File: src/rtl/preemptive_priority_scheduler_assert.svh
// Assertion macros used by the scheduler back end.
`ifndef PREEMPTIVE_PRIORITY_SCHEDULER_ASSERT_SVH
`define PREEMPTIVE_PRIORITY_SCHEDULER_ASSERT_SVH

// Same-cycle implication, held off during reset.
`define PPS_ASSERT_NOW(label, clk, rst, ante, cons, msg) \
   label: assert property (@(posedge clk) disable iff (rst) (ante) |-> (cons)) \
      else $error(msg);

// Next-cycle implication, held off during reset.
`define PPS_ASSERT_NEXT(label, clk, rst, ante, cons, msg) \
   label: assert property (@(posedge clk) disable iff (rst) (ante) |=> (cons)) \
      else $error(msg);

`endif

File: src/rtl/pps_pkg.sv
`timescale 1ns / 1ps
// ----------------------------------------------------------------------------
// pps_pkg
// Shared constants, codes and types of the priority scheduler.
// ----------------------------------------------------------------------------
package pps_pkg;

   localparam int QUEUE_DEPTH = 16;
   localparam int SLOT_W      = $clog2(QUEUE_DEPTH);
   localparam int ID_W        = 16;
   localparam int PRI_W       = 8;
   localparam int RUN_W       = 16;
   localparam int TIME_W      = 32;
   localparam int ORD_W       = 32;
   localparam int FIFO_DEPTH  = 2;
   localparam int FPTR_W      = $clog2(FIFO_DEPTH);
   localparam int FCNT_W      = $clog2(FIFO_DEPTH + 1);

   localparam logic [TIME_W-1:0] TIME_MAX = {TIME_W{1'b1}};

   localparam logic OP_ARRIVAL  = 1'b0;
   localparam logic OP_DRAIN    = 1'b1;
   localparam logic KIND_DONE   = 1'b0;
   localparam logic KIND_REJECT = 1'b1;

   typedef struct packed {
      logic              is_drain;
      logic [ID_W-1:0]   id;
      logic [PRI_W-1:0]  pri;
      logic [RUN_W-1:0]  run;
      logic [TIME_W-1:0] arr;
   } cmd_type;

   typedef struct packed {
      logic              kind;
      logic [ID_W-1:0]   id;
      logic [TIME_W-1:0] fin;
   } result_type;

endpackage

File: src/rtl/pps_if.sv
`timescale 1ns / 1ps
// ----------------------------------------------------------------------------
// pps_if
// Request and response channel interfaces of the priority scheduler.
// ----------------------------------------------------------------------------
interface pps_req_if import pps_pkg::*; ();
   logic              valid;
   logic              ready;
   logic              opcode;
   logic [ID_W-1:0]   task_id;
   logic [PRI_W-1:0]  task_priority;
   logic [RUN_W-1:0]  run_time;
   logic [TIME_W-1:0] arrival_time;

   modport source (output valid, opcode, task_id, task_priority, run_time, arrival_time,
                   input ready);
   modport sink   (input valid, opcode, task_id, task_priority, run_time, arrival_time,
                   output ready);
endinterface

interface pps_rsp_if import pps_pkg::*; ();
   logic              valid;
   logic              ready;
   logic              kind;
   logic [ID_W-1:0]   done_id;
   logic [TIME_W-1:0] finish_time;
   logic              last;

   modport source (output valid, kind, done_id, finish_time, last, input ready);
   modport sink   (input valid, kind, done_id, finish_time, last, output ready);
endinterface

File: src/rtl/pps_front.sv
`timescale 1ns / 1ps
// ----------------------------------------------------------------------------
// pps_front
// Accept request transfers, classify them and hold them in a short queue.
// ----------------------------------------------------------------------------
module pps_front import pps_pkg::*; (
   input  logic    clock,
   input  logic    reset,
   pps_req_if.sink req,
   output logic    cmd_valid,
   output cmd_type cmd,
   input  logic    cmd_pop
);

   cmd_type           q_ff [FIFO_DEPTH];
   logic [FPTR_W-1:0] wr_ptr_ff, wr_ptr_in;
   logic [FPTR_W-1:0] rd_ptr_ff, rd_ptr_in;
   logic [FCNT_W-1:0] count_ff, count_in;
   logic              push;
   logic              pop;
   cmd_type           new_cmd;

   assign req.ready = count_ff != FCNT_W'(FIFO_DEPTH);
   assign push      = req.valid && req.ready;
   assign pop       = cmd_pop && cmd_valid;
   assign cmd_valid = count_ff != '0;
   assign cmd       = q_ff[rd_ptr_ff];

   // classify: drain items carry no task
   always_comb begin
      new_cmd.is_drain = req.opcode == OP_DRAIN;
      new_cmd.id       = req.task_id;
      new_cmd.pri      = req.task_priority;
      new_cmd.run      = req.run_time;
      new_cmd.arr      = req.arrival_time;
   end

   always_comb begin
      wr_ptr_in = push ? FPTR_W'((32'(wr_ptr_ff) + 1) % FIFO_DEPTH) : wr_ptr_ff;
      rd_ptr_in = pop  ? FPTR_W'((32'(rd_ptr_ff) + 1) % FIFO_DEPTH) : rd_ptr_ff;
      count_in  = count_ff + FCNT_W'(push) - FCNT_W'(pop);
   end

   always_ff @(posedge clock) begin
      if (reset) begin
         wr_ptr_ff <= '0;
         rd_ptr_ff <= '0;
         count_ff  <= '0;
      end else begin
         wr_ptr_ff <= wr_ptr_in;
         rd_ptr_ff <= rd_ptr_in;
         count_ff  <= count_in;
      end
   end

   always_ff @(posedge clock) begin
      if (push) begin
         q_ff[wr_ptr_ff] <= new_cmd;
      end
   end

endmodule

File: src/rtl/pps_back.sv
`timescale 1ns / 1ps
// ----------------------------------------------------------------------------
// pps_back
// Run queued tasks: scan for the best slot, retire, preempt, insert or reject.
// ----------------------------------------------------------------------------
`include "preemptive_priority_scheduler_assert.svh"

module pps_back import pps_pkg::*; (
   input  logic      clock,
   input  logic      reset,
   input  logic      cmd_valid,
   input  cmd_type   cmd,
   output logic      cmd_pop,
   pps_rsp_if.source rsp
);

   localparam logic [1:0] ST_IDLE   = 2'd0;
   localparam logic [1:0] ST_SCAN   = 2'd1;
   localparam logic [1:0] ST_DECIDE = 2'd2;
   localparam logic [1:0] ST_FLUSH  = 2'd3;

   logic [1:0]             state_ff, state_in;
   cmd_type                cmd_ff, cmd_in;
   logic [SLOT_W-1:0]      scan_ff, scan_in;
   logic                   have_best_ff, have_best_in;
   logic [SLOT_W-1:0]      best_idx_ff, best_idx_in;
   logic [PRI_W-1:0]       best_pri_ff, best_pri_in;
   logic [TIME_W-1:0]      best_arr_ff, best_arr_in;
   logic [ORD_W-1:0]       best_ord_ff, best_ord_in;
   logic [RUN_W-1:0]       best_rem_ff, best_rem_in;
   logic [ID_W-1:0]        best_id_ff, best_id_in;
   logic                   have_free_ff, have_free_in;
   logic [SLOT_W-1:0]      free_idx_ff, free_idx_in;
   logic [TIME_W-1:0]      now_ff, now_in;
   logic [ORD_W-1:0]       ins_ff, ins_in;
   logic [QUEUE_DEPTH-1:0] valid_ff, valid_in;
   logic                   pend_valid_ff, pend_valid_in;
   result_type             pend_ff, pend_in;
   logic                   out_valid_ff, out_valid_in;
   result_type             out_ff, out_in;
   logic                   out_last_ff, out_last_in;

   logic [ID_W-1:0]   slot_id   [QUEUE_DEPTH];
   logic [PRI_W-1:0]  slot_pri  [QUEUE_DEPTH];
   logic [RUN_W-1:0]  slot_rem  [QUEUE_DEPTH];
   logic [TIME_W-1:0] slot_arr  [QUEUE_DEPTH];
   logic [ORD_W-1:0]  slot_ord  [QUEUE_DEPTH];

   logic              cur_better;
   logic              scan_last;
   logic              out_free;
   logic [TIME_W:0]   fin_sum;
   logic [TIME_W-1:0] fin_val;
   logic [TIME_W-1:0] arr_eff;
   logic [TIME_W-1:0] gap;
   logic              run_cond;
   logic              complete;
   logic              emit_new;
   logic              stall;
   logic              insert_fire;
   logic              preempt_fire;

   assign scan_last = scan_ff == SLOT_W'(QUEUE_DEPTH - 1);
   assign out_free  = !out_valid_ff || rsp.ready;

   // ordering: priority, then arrival, then insertion stamp
   assign cur_better = !have_best_ff
      || (slot_pri[scan_ff] > best_pri_ff)
      || (slot_pri[scan_ff] == best_pri_ff && slot_arr[scan_ff] < best_arr_ff)
      || (slot_pri[scan_ff] == best_pri_ff && slot_arr[scan_ff] == best_arr_ff
          && slot_ord[scan_ff] < best_ord_ff);

   assign fin_sum  = {1'b0, now_ff} + {{(TIME_W + 1 - RUN_W){1'b0}}, best_rem_ff};
   assign fin_val  = fin_sum[TIME_W] ? TIME_MAX : fin_sum[TIME_W-1:0];
   assign arr_eff  = (now_ff < cmd_ff.arr) ? cmd_ff.arr : now_ff;
   assign gap      = cmd_ff.arr - now_ff;
   assign run_cond = have_best_ff && (cmd_ff.is_drain || now_ff < cmd_ff.arr);
   assign complete = run_cond
      && (cmd_ff.is_drain || fin_sum <= {1'b0, cmd_ff.arr});
   assign emit_new = complete || (!run_cond && !cmd_ff.is_drain && !have_free_ff);
   assign stall    = emit_new && pend_valid_ff && !out_free;

   assign insert_fire  = state_ff == ST_DECIDE && !run_cond && !cmd_ff.is_drain
                         && have_free_ff;
   assign preempt_fire = state_ff == ST_DECIDE && run_cond && !complete;
   assign cmd_pop      = state_ff == ST_IDLE;

   assign rsp.valid       = out_valid_ff;
   assign rsp.kind        = out_ff.kind;
   assign rsp.done_id     = out_ff.id;
   assign rsp.finish_time = out_ff.fin;
   assign rsp.last        = out_last_ff;

   always_comb begin
      state_in      = state_ff;
      cmd_in        = cmd_ff;
      scan_in       = scan_ff;
      have_best_in  = have_best_ff;
      best_idx_in   = best_idx_ff;
      best_pri_in   = best_pri_ff;
      best_arr_in   = best_arr_ff;
      best_ord_in   = best_ord_ff;
      best_rem_in   = best_rem_ff;
      best_id_in    = best_id_ff;
      have_free_in  = have_free_ff;
      free_idx_in   = free_idx_ff;
      now_in        = now_ff;
      ins_in        = ins_ff;
      valid_in      = valid_ff;
      pend_valid_in = pend_valid_ff;
      pend_in       = pend_ff;
      out_valid_in  = out_valid_ff && !rsp.ready;
      out_in        = out_ff;
      out_last_in   = out_last_ff;

      case (state_ff)
         ST_IDLE: begin
            if (cmd_valid) begin
               cmd_in       = cmd;
               scan_in      = '0;
               have_best_in = 1'b0;
               have_free_in = 1'b0;
               state_in     = ST_SCAN;
            end
         end
         ST_SCAN: begin
            if (valid_ff[scan_ff]) begin
               if (cur_better) begin
                  have_best_in = 1'b1;
                  best_idx_in  = scan_ff;
                  best_pri_in  = slot_pri[scan_ff];
                  best_arr_in  = slot_arr[scan_ff];
                  best_ord_in  = slot_ord[scan_ff];
                  best_rem_in  = slot_rem[scan_ff];
                  best_id_in   = slot_id[scan_ff];
               end
            end else if (!have_free_ff) begin
               have_free_in = 1'b1;
               free_idx_in  = scan_ff;
            end
            if (scan_last) begin
               state_in = ST_DECIDE;
            end else begin
               scan_in = scan_ff + SLOT_W'(1);
            end
         end
         ST_DECIDE: begin
            if (!stall) begin
               if (emit_new) begin
                  // push older result out, keep newest back to learn its last flag
                  if (pend_valid_ff) begin
                     out_valid_in = 1'b1;
                     out_in       = pend_ff;
                     out_last_in  = 1'b0;
                  end
                  pend_valid_in = 1'b1;
                  if (complete) begin
                     pend_in = '{kind: KIND_DONE, id: best_id_ff, fin: fin_val};
                  end else begin
                     pend_in = '{kind: KIND_REJECT, id: cmd_ff.id, fin: '0};
                  end
               end
               if (complete) begin
                  now_in                = fin_val;
                  valid_in[best_idx_ff] = 1'b0;
                  scan_in               = '0;
                  have_best_in          = 1'b0;
                  have_free_in          = 1'b0;
                  state_in              = ST_SCAN;
               end else if (run_cond) begin
                  // preempt: clock reaches arrival, stay to insert
                  now_in      = cmd_ff.arr;
                  best_rem_in = best_rem_ff - gap[RUN_W-1:0];
               end else begin
                  if (!cmd_ff.is_drain) begin
                     now_in = arr_eff;
                     if (have_free_ff) begin
                        valid_in[free_idx_ff] = 1'b1;
                        ins_in                = ins_ff + ORD_W'(1);
                     end
                  end
                  state_in = ST_FLUSH;
               end
            end
         end
         ST_FLUSH: begin
            if (!pend_valid_ff) begin
               state_in = ST_IDLE;
            end else if (out_free) begin
               out_valid_in  = 1'b1;
               out_in        = pend_ff;
               out_last_in   = 1'b1;
               pend_valid_in = 1'b0;
               state_in      = ST_IDLE;
            end
         end
         default: begin
            state_in = ST_IDLE;
         end
      endcase
   end

   always_ff @(posedge clock) begin
      if (reset) begin
         state_ff      <= ST_IDLE;
         now_ff        <= '0;
         ins_ff        <= '0;
         valid_ff      <= '0;
         pend_valid_ff <= 1'b0;
         out_valid_ff  <= 1'b0;
         have_best_ff  <= 1'b0;
         have_free_ff  <= 1'b0;
         scan_ff       <= '0;
      end else begin
         state_ff      <= state_in;
         now_ff        <= now_in;
         ins_ff        <= ins_in;
         valid_ff      <= valid_in;
         pend_valid_ff <= pend_valid_in;
         out_valid_ff  <= out_valid_in;
         have_best_ff  <= have_best_in;
         have_free_ff  <= have_free_in;
         scan_ff       <= scan_in;
      end
   end

   always_ff @(posedge clock) begin
      cmd_ff      <= cmd_in;
      best_idx_ff <= best_idx_in;
      best_pri_ff <= best_pri_in;
      best_arr_ff <= best_arr_in;
      best_ord_ff <= best_ord_in;
      best_rem_ff <= best_rem_in;
      best_id_ff  <= best_id_in;
      free_idx_ff <= free_idx_in;
      pend_ff     <= pend_in;
      out_ff      <= out_in;
      out_last_ff <= out_last_in;
   end

   // slot store: one write per cycle, insert or preempt
   always_ff @(posedge clock) begin
      if (insert_fire) begin
         slot_id[free_idx_ff]  <= cmd_ff.id;
         slot_pri[free_idx_ff] <= cmd_ff.pri;
         slot_rem[free_idx_ff] <= cmd_ff.run;
         slot_arr[free_idx_ff] <= arr_eff;
         slot_ord[free_idx_ff] <= ins_ff;
      end else if (preempt_fire) begin
         slot_rem[best_idx_ff] <= best_rem_ff - gap[RUN_W-1:0];
      end
   end

   `PPS_ASSERT_NOW(a_idle_no_pend, clock, reset, state_ff == ST_IDLE, !pend_valid_ff,
      "pending result left behind at idle")
   `PPS_ASSERT_NEXT(a_insert_stamp, clock, reset, insert_fire,
      ins_ff == $past(ins_ff) + ORD_W'(1), "insert stamp did not advance")
   `PPS_ASSERT_NOW(a_clock_mono, clock, reset, !$past(reset),
      now_ff >= $past(now_ff), "processor clock went backwards")
   `PPS_ASSERT_NEXT(a_complete_frees, clock, reset, state_ff == ST_DECIDE && complete && !stall,
      !valid_ff[$past(best_idx_ff)], "completed slot still valid")

endmodule

File: src/rtl/preemptive_priority_scheduler.sv
`timescale 1ns / 1ps
// ----------------------------------------------------------------------------
// preemptive_priority_scheduler
// Single processor preemptive priority scheduler with a sixteen slot queue.
// ----------------------------------------------------------------------------
// Each request transfer is either a task arrival or a drain. Before an arrival
// is queued the block runs waiting tasks (highest priority, then earliest
// arrival, then earliest insertion) up to the arrival time, reporting each
// finished task, and an arrival rejected for a full queue, on the response
// channel; the last response of a request has last set, and a request that
// causes no result gives no response. The back end takes a command, scans
// the slot store one slot per clock for each decision, retires, preempts,
// inserts or rejects, and flushes the last result; a waiting response can
// hold it back. A two-entry command queue lets requests be taken while the
// back end is busy, and the response register lets the next result be built
// while the previous transfer waits.
// ----------------------------------------------------------------------------
module preemptive_priority_scheduler import pps_pkg::*; (
   input  logic      clock,
   input  logic      reset,
   pps_req_if.sink   req_ch,
   pps_rsp_if.source rsp_ch
);

   // command hand-off between front and back
   logic    cmd_valid;
   logic    cmd_pop;
   cmd_type cmd;

   // front: accept and classify, hold in the command queue
   pps_front u_front (
      .clock     (clock),
      .reset     (reset),
      .req       (req_ch),
      .cmd_valid (cmd_valid),
      .cmd       (cmd),
      .cmd_pop   (cmd_pop)
   );

   // back: scan slots, retire, preempt, insert or reject, drive responses
   pps_back u_back (
      .clock     (clock),
      .reset     (reset),
      .cmd_valid (cmd_valid),
      .cmd       (cmd),
      .cmd_pop   (cmd_pop),
      .rsp       (rsp_ch)
   );

endmodule
File: src/flat_wrapper.sv
// flat-port wrapper written by rule: the top's interface ports become plain ports
module preemptive_priority_scheduler_flat import pps_pkg::*;
  (clock, reset, req_ch_valid, req_ch_opcode, req_ch_task_id, req_ch_task_priority, req_ch_run_time, req_ch_arrival_time, req_ch_ready, rsp_ch_valid, rsp_ch_kind, rsp_ch_done_id, rsp_ch_finish_time, rsp_ch_last, rsp_ch_ready);
  pps_req_if req_ch_i ();
  pps_rsp_if rsp_ch_i ();
  input  logic clock;
  input  logic reset;
  input wire logic [$bits(req_ch_i.valid)-1:0] req_ch_valid;
  input wire logic [$bits(req_ch_i.opcode)-1:0] req_ch_opcode;
  input wire logic [$bits(req_ch_i.task_id)-1:0] req_ch_task_id;
  input wire logic [$bits(req_ch_i.task_priority)-1:0] req_ch_task_priority;
  input wire logic [$bits(req_ch_i.run_time)-1:0] req_ch_run_time;
  input wire logic [$bits(req_ch_i.arrival_time)-1:0] req_ch_arrival_time;
  output wire logic [$bits(req_ch_i.ready)-1:0] req_ch_ready;
  output wire logic [$bits(rsp_ch_i.valid)-1:0] rsp_ch_valid;
  output wire logic [$bits(rsp_ch_i.kind)-1:0] rsp_ch_kind;
  output wire logic [$bits(rsp_ch_i.done_id)-1:0] rsp_ch_done_id;
  output wire logic [$bits(rsp_ch_i.finish_time)-1:0] rsp_ch_finish_time;
  output wire logic [$bits(rsp_ch_i.last)-1:0] rsp_ch_last;
  input wire logic [$bits(rsp_ch_i.ready)-1:0] rsp_ch_ready;
  assign req_ch_i.valid = req_ch_valid;
  assign req_ch_i.opcode = req_ch_opcode;
  assign req_ch_i.task_id = req_ch_task_id;
  assign req_ch_i.task_priority = req_ch_task_priority;
  assign req_ch_i.run_time = req_ch_run_time;
  assign req_ch_i.arrival_time = req_ch_arrival_time;
  assign req_ch_ready = req_ch_i.ready;
  assign rsp_ch_valid = rsp_ch_i.valid;
  assign rsp_ch_kind = rsp_ch_i.kind;
  assign rsp_ch_done_id = rsp_ch_i.done_id;
  assign rsp_ch_finish_time = rsp_ch_i.finish_time;
  assign rsp_ch_last = rsp_ch_i.last;
  assign rsp_ch_i.ready = rsp_ch_ready;
  preemptive_priority_scheduler u_core (.clock(clock), .reset(reset), .req_ch(req_ch_i), .rsp_ch(rsp_ch_i));
endmodule
File: config.mk
export PLATFORM = sky130hd
export DESIGN_NAME = preemptive_priority_scheduler_flat
export DESIGN_NICKNAME = d
export VERILOG_FILES = /design/src/rtl/pps_pkg.sv /design/src/rtl/pps_if.sv /design/src/rtl/pps_front.sv /design/src/rtl/pps_back.sv /design/src/rtl/preemptive_priority_scheduler.sv /design/src/flat_wrapper.sv
export VERILOG_INCLUDE_DIRS = /design/src /design/src/rtl
export SDC_FILE = /design/constraint.sdc
export NUM_CORES = 2
export LEC_CHECK = 0
export ABC_AREA = 1
export BUFFER_PORTS_ARGS = -buffer_cell sky130_fd_sc_hd__buf_2
export CELL_PAD_IN_SITES_DETAIL_PLACEMENT = 1
export CELL_PAD_IN_SITES_GLOBAL_PLACEMENT = 1
export CORE_ASPECT_RATIO = 1.75
export CORE_UTILIZATION = 47
export DETAILED_ROUTE_END_ITERATION = 10
export GPL_TIMING_DRIVEN = 0
export PLACE_DENSITY_LB_ADDON = 0.1
export REMOVE_ABC_BUFFERS = 1
export SYNTH_ARGS = -nofsm -noshare
export SYNTH_HDL_FRONTEND = slang
export SYNTH_SLANG_ARGS = --single-unit
File: constraint.sdc
create_clock -name clock -period 7.5 [get_ports clock]
set_input_delay 1.875 -clock clock [delete_from_list [all_inputs] [get_ports clock]]
set_output_delay 1.875 -clock clock [all_outputs]
set_load 0.02 [all_outputs]
==> results.toml <==
[outcome]
status = "finished with violations"
violations = "capacitance limit, slew limit"

[yosys]
synth_top_family_by_area = "compound AO/OA/AOI/OAI gates"
yosysTopAreaCell = "edfxtp_1"
synth_area_um2 = 89700
synth_ff_type = "edfxtp_1"
synth-edff-count = 2094
synth_area_per_cell_um2 = 12.8
synth-seq-area-share_pct = 72.3
synth-simple-area-share_pct = 8.78
synthAdderAreaFrac_pct = 2.73
syn_inst = 7025
synth.area.mux_share_pct = 0
synthXorXnorAreaFrac_pct = 0.449
synth-seq-cells = 2192
ys_top_cells_by_area = "edfxtp_1 (70%), o21ai_0 (5.4%), nor2_1 (4.1%)"
synth_compound_area_share_pct = 12.4
ys_warn_count = 0
synthTopCellsByCount = "edfxtp_1 (2,094), nor2_1 (978), o21ai_0 (974)"
synth.top_cell.area_share_pct = 70.1
synthArstFlopShare_pct = 0
yosysMostFrequentCell = "edfxtp_1"
ys_types = 52

[timing]
timing.fmax_ghz = 0.144
report.final.slew_viol_count = 23
period_share_pct = 92.7
setup_violations = 0
fin_skew_ns = 0.0525
finalHoldViolCount = 0
rsz0062_at_grt = "no"
slew_headroom_pct = -4.63
fin_ws_ns = 0.551
final.setup.tns_ns = 0
min_period_ns = 6.95
tightest_slew_ns = 1.57

[worst_setup_path]
crit_path_max_fanout = 31
crit_type = "reg -> reg"
critPathBufInv = 1
cp.required_ns = 8.06
cpPeakStageDelay_ns = 0.66
critPathArrivalTime_ns = 7.50
slowest_stage = "nor2_2"
reg2reg_slack_ns = 0.55
crit_path_cell_trace = "ha_1, a21oi_1, nand2_1, a21oi_1, o21ai_0, a21boi_0, o21ai_0, xor2_1, ha_1, nand2_1, nor3_1, nand3_1, nand3_1, nand2_1, nand2_1, nand2_1, nand2_2, nand2_4, nor2_8, nand2_4, o21ai_1, nand3_1, nor2_2, buf_16"
crit_top_cell = "nand2_1"
critical_path.top_delay_family = "simple AND/OR/NAND/NOR gates"
start_kind = "flip-flop"
endpoint_kind = "flip-flop"

[cells_and_area]
fillers = 18600
fin_util_pct = 54.0
fin_nets = 7392
drive_above_1_share_pct = 9.46
layout.cells.non_filler = 9731
area_delta_synth_final_pct = 13.9
stdcell_area_um2 = 102000

[placed_design]
placed_area_um2 = 95900
portBuffers = 128
placed_cells = 9375
gp_congestion = 0.842
pre_cts_ws_ns = -0.739
hpwl_um = 169000

[grt]
grtUsageTotal_pct = 27.7
grt_max_degree = 162
grt_pass1_vias = 63300
antenna_found_initial = 10
overflow = 0
grt_first_pass_wirelength_um = 397000

[power_and_ir_drop]
powerDensity_nw_per_um2 = 353
peakVddDrop_uv = 238
p_int_mw = 23.6
p_sw_mw = 12.4
seqPwrFrac_pct = 44.4
pwr-share-clk_pct = 27.6
p_comb_share_pct = 28.0
power_leakage_nw = 36.3
swShare_pct = 34.5

[cts]
cts_root_buf = "clkbuf_16"
cts_buffers = 199
cts_tree = "done"
clk_latency_ns = 0.87
clock_sinks = 2192
cts-hold-fix-buffers = 0
clock_path_buffers = 4
clk_pin_slew_ns = 0.07
htree_levels = 4

[route]
dr_wl_met2_um = 143000
wl_per_cell_um = 27.7
wl_met3_um = 10700
routed_wl_um = 270000
drtAntennaViolNets = 0
vias = 58800
drt_iter0_drc = 4284
wl_met1_um = 103000
via_per_inst = 6.05
highest_layer = "met4"
drc = 0
drtPass1Iterations = 5

[floorplan]
row_count = 211
chipWidth_um = 332
io_pins = 129
start_util_pct = 47.4
die_y_um = 580
coreArea_um2 = 189000
dieArea_um2 = 193000

[min_path]
min_path_type = "reg -> reg"

[run]
max_cap_violations = 1
## logic make-up (layout without fill, tap and decap cells)
logic type                 after synthesis  after routing
buffers and inverters                  788           1043
DFF                                   2192           2192
AOI/OAI and AO/OA                     1846           1846
and+or+nand+nor                       1967           1967
adders and majority gates              186            186
other                                    0              2
xor gates and xnor gates                46             46
## worst paths after layout
kind / start / to / cells past startpoint
max reg2reg: u_core.u_back.best_rem_ff[2] / u_core.u_back.slot_rem[4][6] / 24
max: u_core.u_back.best_rem_ff[2] / u_core.u_back.slot_rem[4][6] / 24
min reg2reg: u_core.u_back.pend_ff[24] / u_core.u_back.rsp.finish_time[24] / 0
min: u_core.u_back.pend_ff[24] / u_core.u_back.rsp.finish_time[24] / 0
## per-stage QoR
step                      hold slack (ns)  total power, mW
after global routing                0.411             37.6
after global placement              0.402             24.6
after CTS                           0.411             36.3
after detailed placement            0.405             26.4
after floorplan                     0.400             22.1
final                               0.415             36.1
## placed cells by master (no fill, tap or decap), types with 23 or more instances in the layout
cell type and instances:
nand2_1 731, a21oi_1 198, o211ai_1 141, clkbuf_1 45, o21a_1 39, clkinv_1 35
buf_12 81, o21ai_0 939, dfxtp_1 90, edfxtp_1 2094, nand3_1 153, buf_16 63
o221ai_1 290, nand4_1 30, clkinv_2 38, clkbuf_16 203, buf_2 127, buf_4 24
nor2_4 23, xor2_1 36, nor2_1 941, o21ai_1 53, nor3_1 33, inv_1 353
ha_1 170, o22ai_1 123
## state kept, by name, indices dropped and copies added, names as in the netlist, 32 cells and up, named ones only
name,count
u_core.u_back.slot_arr,512
u_core.u_back.rsp.finish_time,32
u_core.u_back.pend_ff,49
u_core.u_back.ins_ff,32
u_core.u_back.now_ff,32
u_core.u_front.q_ff,146
u_core.u_back.slot_rem,256
u_core.u_back.slot_pri,128
u_core.u_back.best_ord_ff,32
u_core.u_back.best_arr_ff,32
u_core.u_back.slot_id,256
u_core.u_back.slot_ord,512
u_core.u_back.cmd_ff,73
## layer usage
layer | vias to the layer above | global-route usage (%)
li1 | 26100 | -
met1 | 30600 | 32.3
met2 | 1568 | 50.8
met3 | 619 | 2.62
met4 | 0 | 13.3
met5 | - | 0
## power groups by stage
stage               clock network [mW]  registers (mW)  logic (mW)
finish                            9.94            16.0        10.1
global route                      10.5            16.1        11.1
CTS                               10.1            16.0        10.2
detailed placement                   0            16.3        10.1
global placement                     0            16.6        7.98
floorplan                            0            16.3        5.81
## worst register-to-register path, stage by stage (launching register included)
cell and delay, ns:
edfxtp_1 0.45, ha_1 0.39, a21oi_1 0.17, nand2_1 0.11, a21oi_1 0.32, o21ai_0 0.20
a21boi_0 0.52, o21ai_0 0.21, xor2_1 0.21, ha_1 0.33, nand2_1 0.08, nor3_1 0.36
nand3_1 0.20, nand3_1 0.15, nand2_1 0.06, nand2_1 0.05, nand2_1 0.06, nand2_2 0.12
nand2_4 0.13, nor2_8 0.37, nand2_4 0.43, o21ai_1 0.58, nand3_1 0.22, nor2_2 0.66
buf_16 0.24
## timing repair
item	CTS	global route
buffers inserted	2	0
resized for setup	5	3
setup endpoints to repair	108	169
pin swaps	1	0
## layout make-up
cell class | instances | area, um^2 | area share (%)
timing repair buffer | 319 | 4510 | 4.41
clock buffer | 254 | 5330 | 5.22
tap | 2449 | 3060 | 3.00
multi-input combinational | 4045 | 22100 | 21.6
antenna | 2 | 5.00 | 0.00490
inverter | 372 | 1440 | 1.41
sequential | 2192 | 64900 | 63.5
clock inverter | 98 | 837 | 0.820
Power figures use the tool's default switching activity.
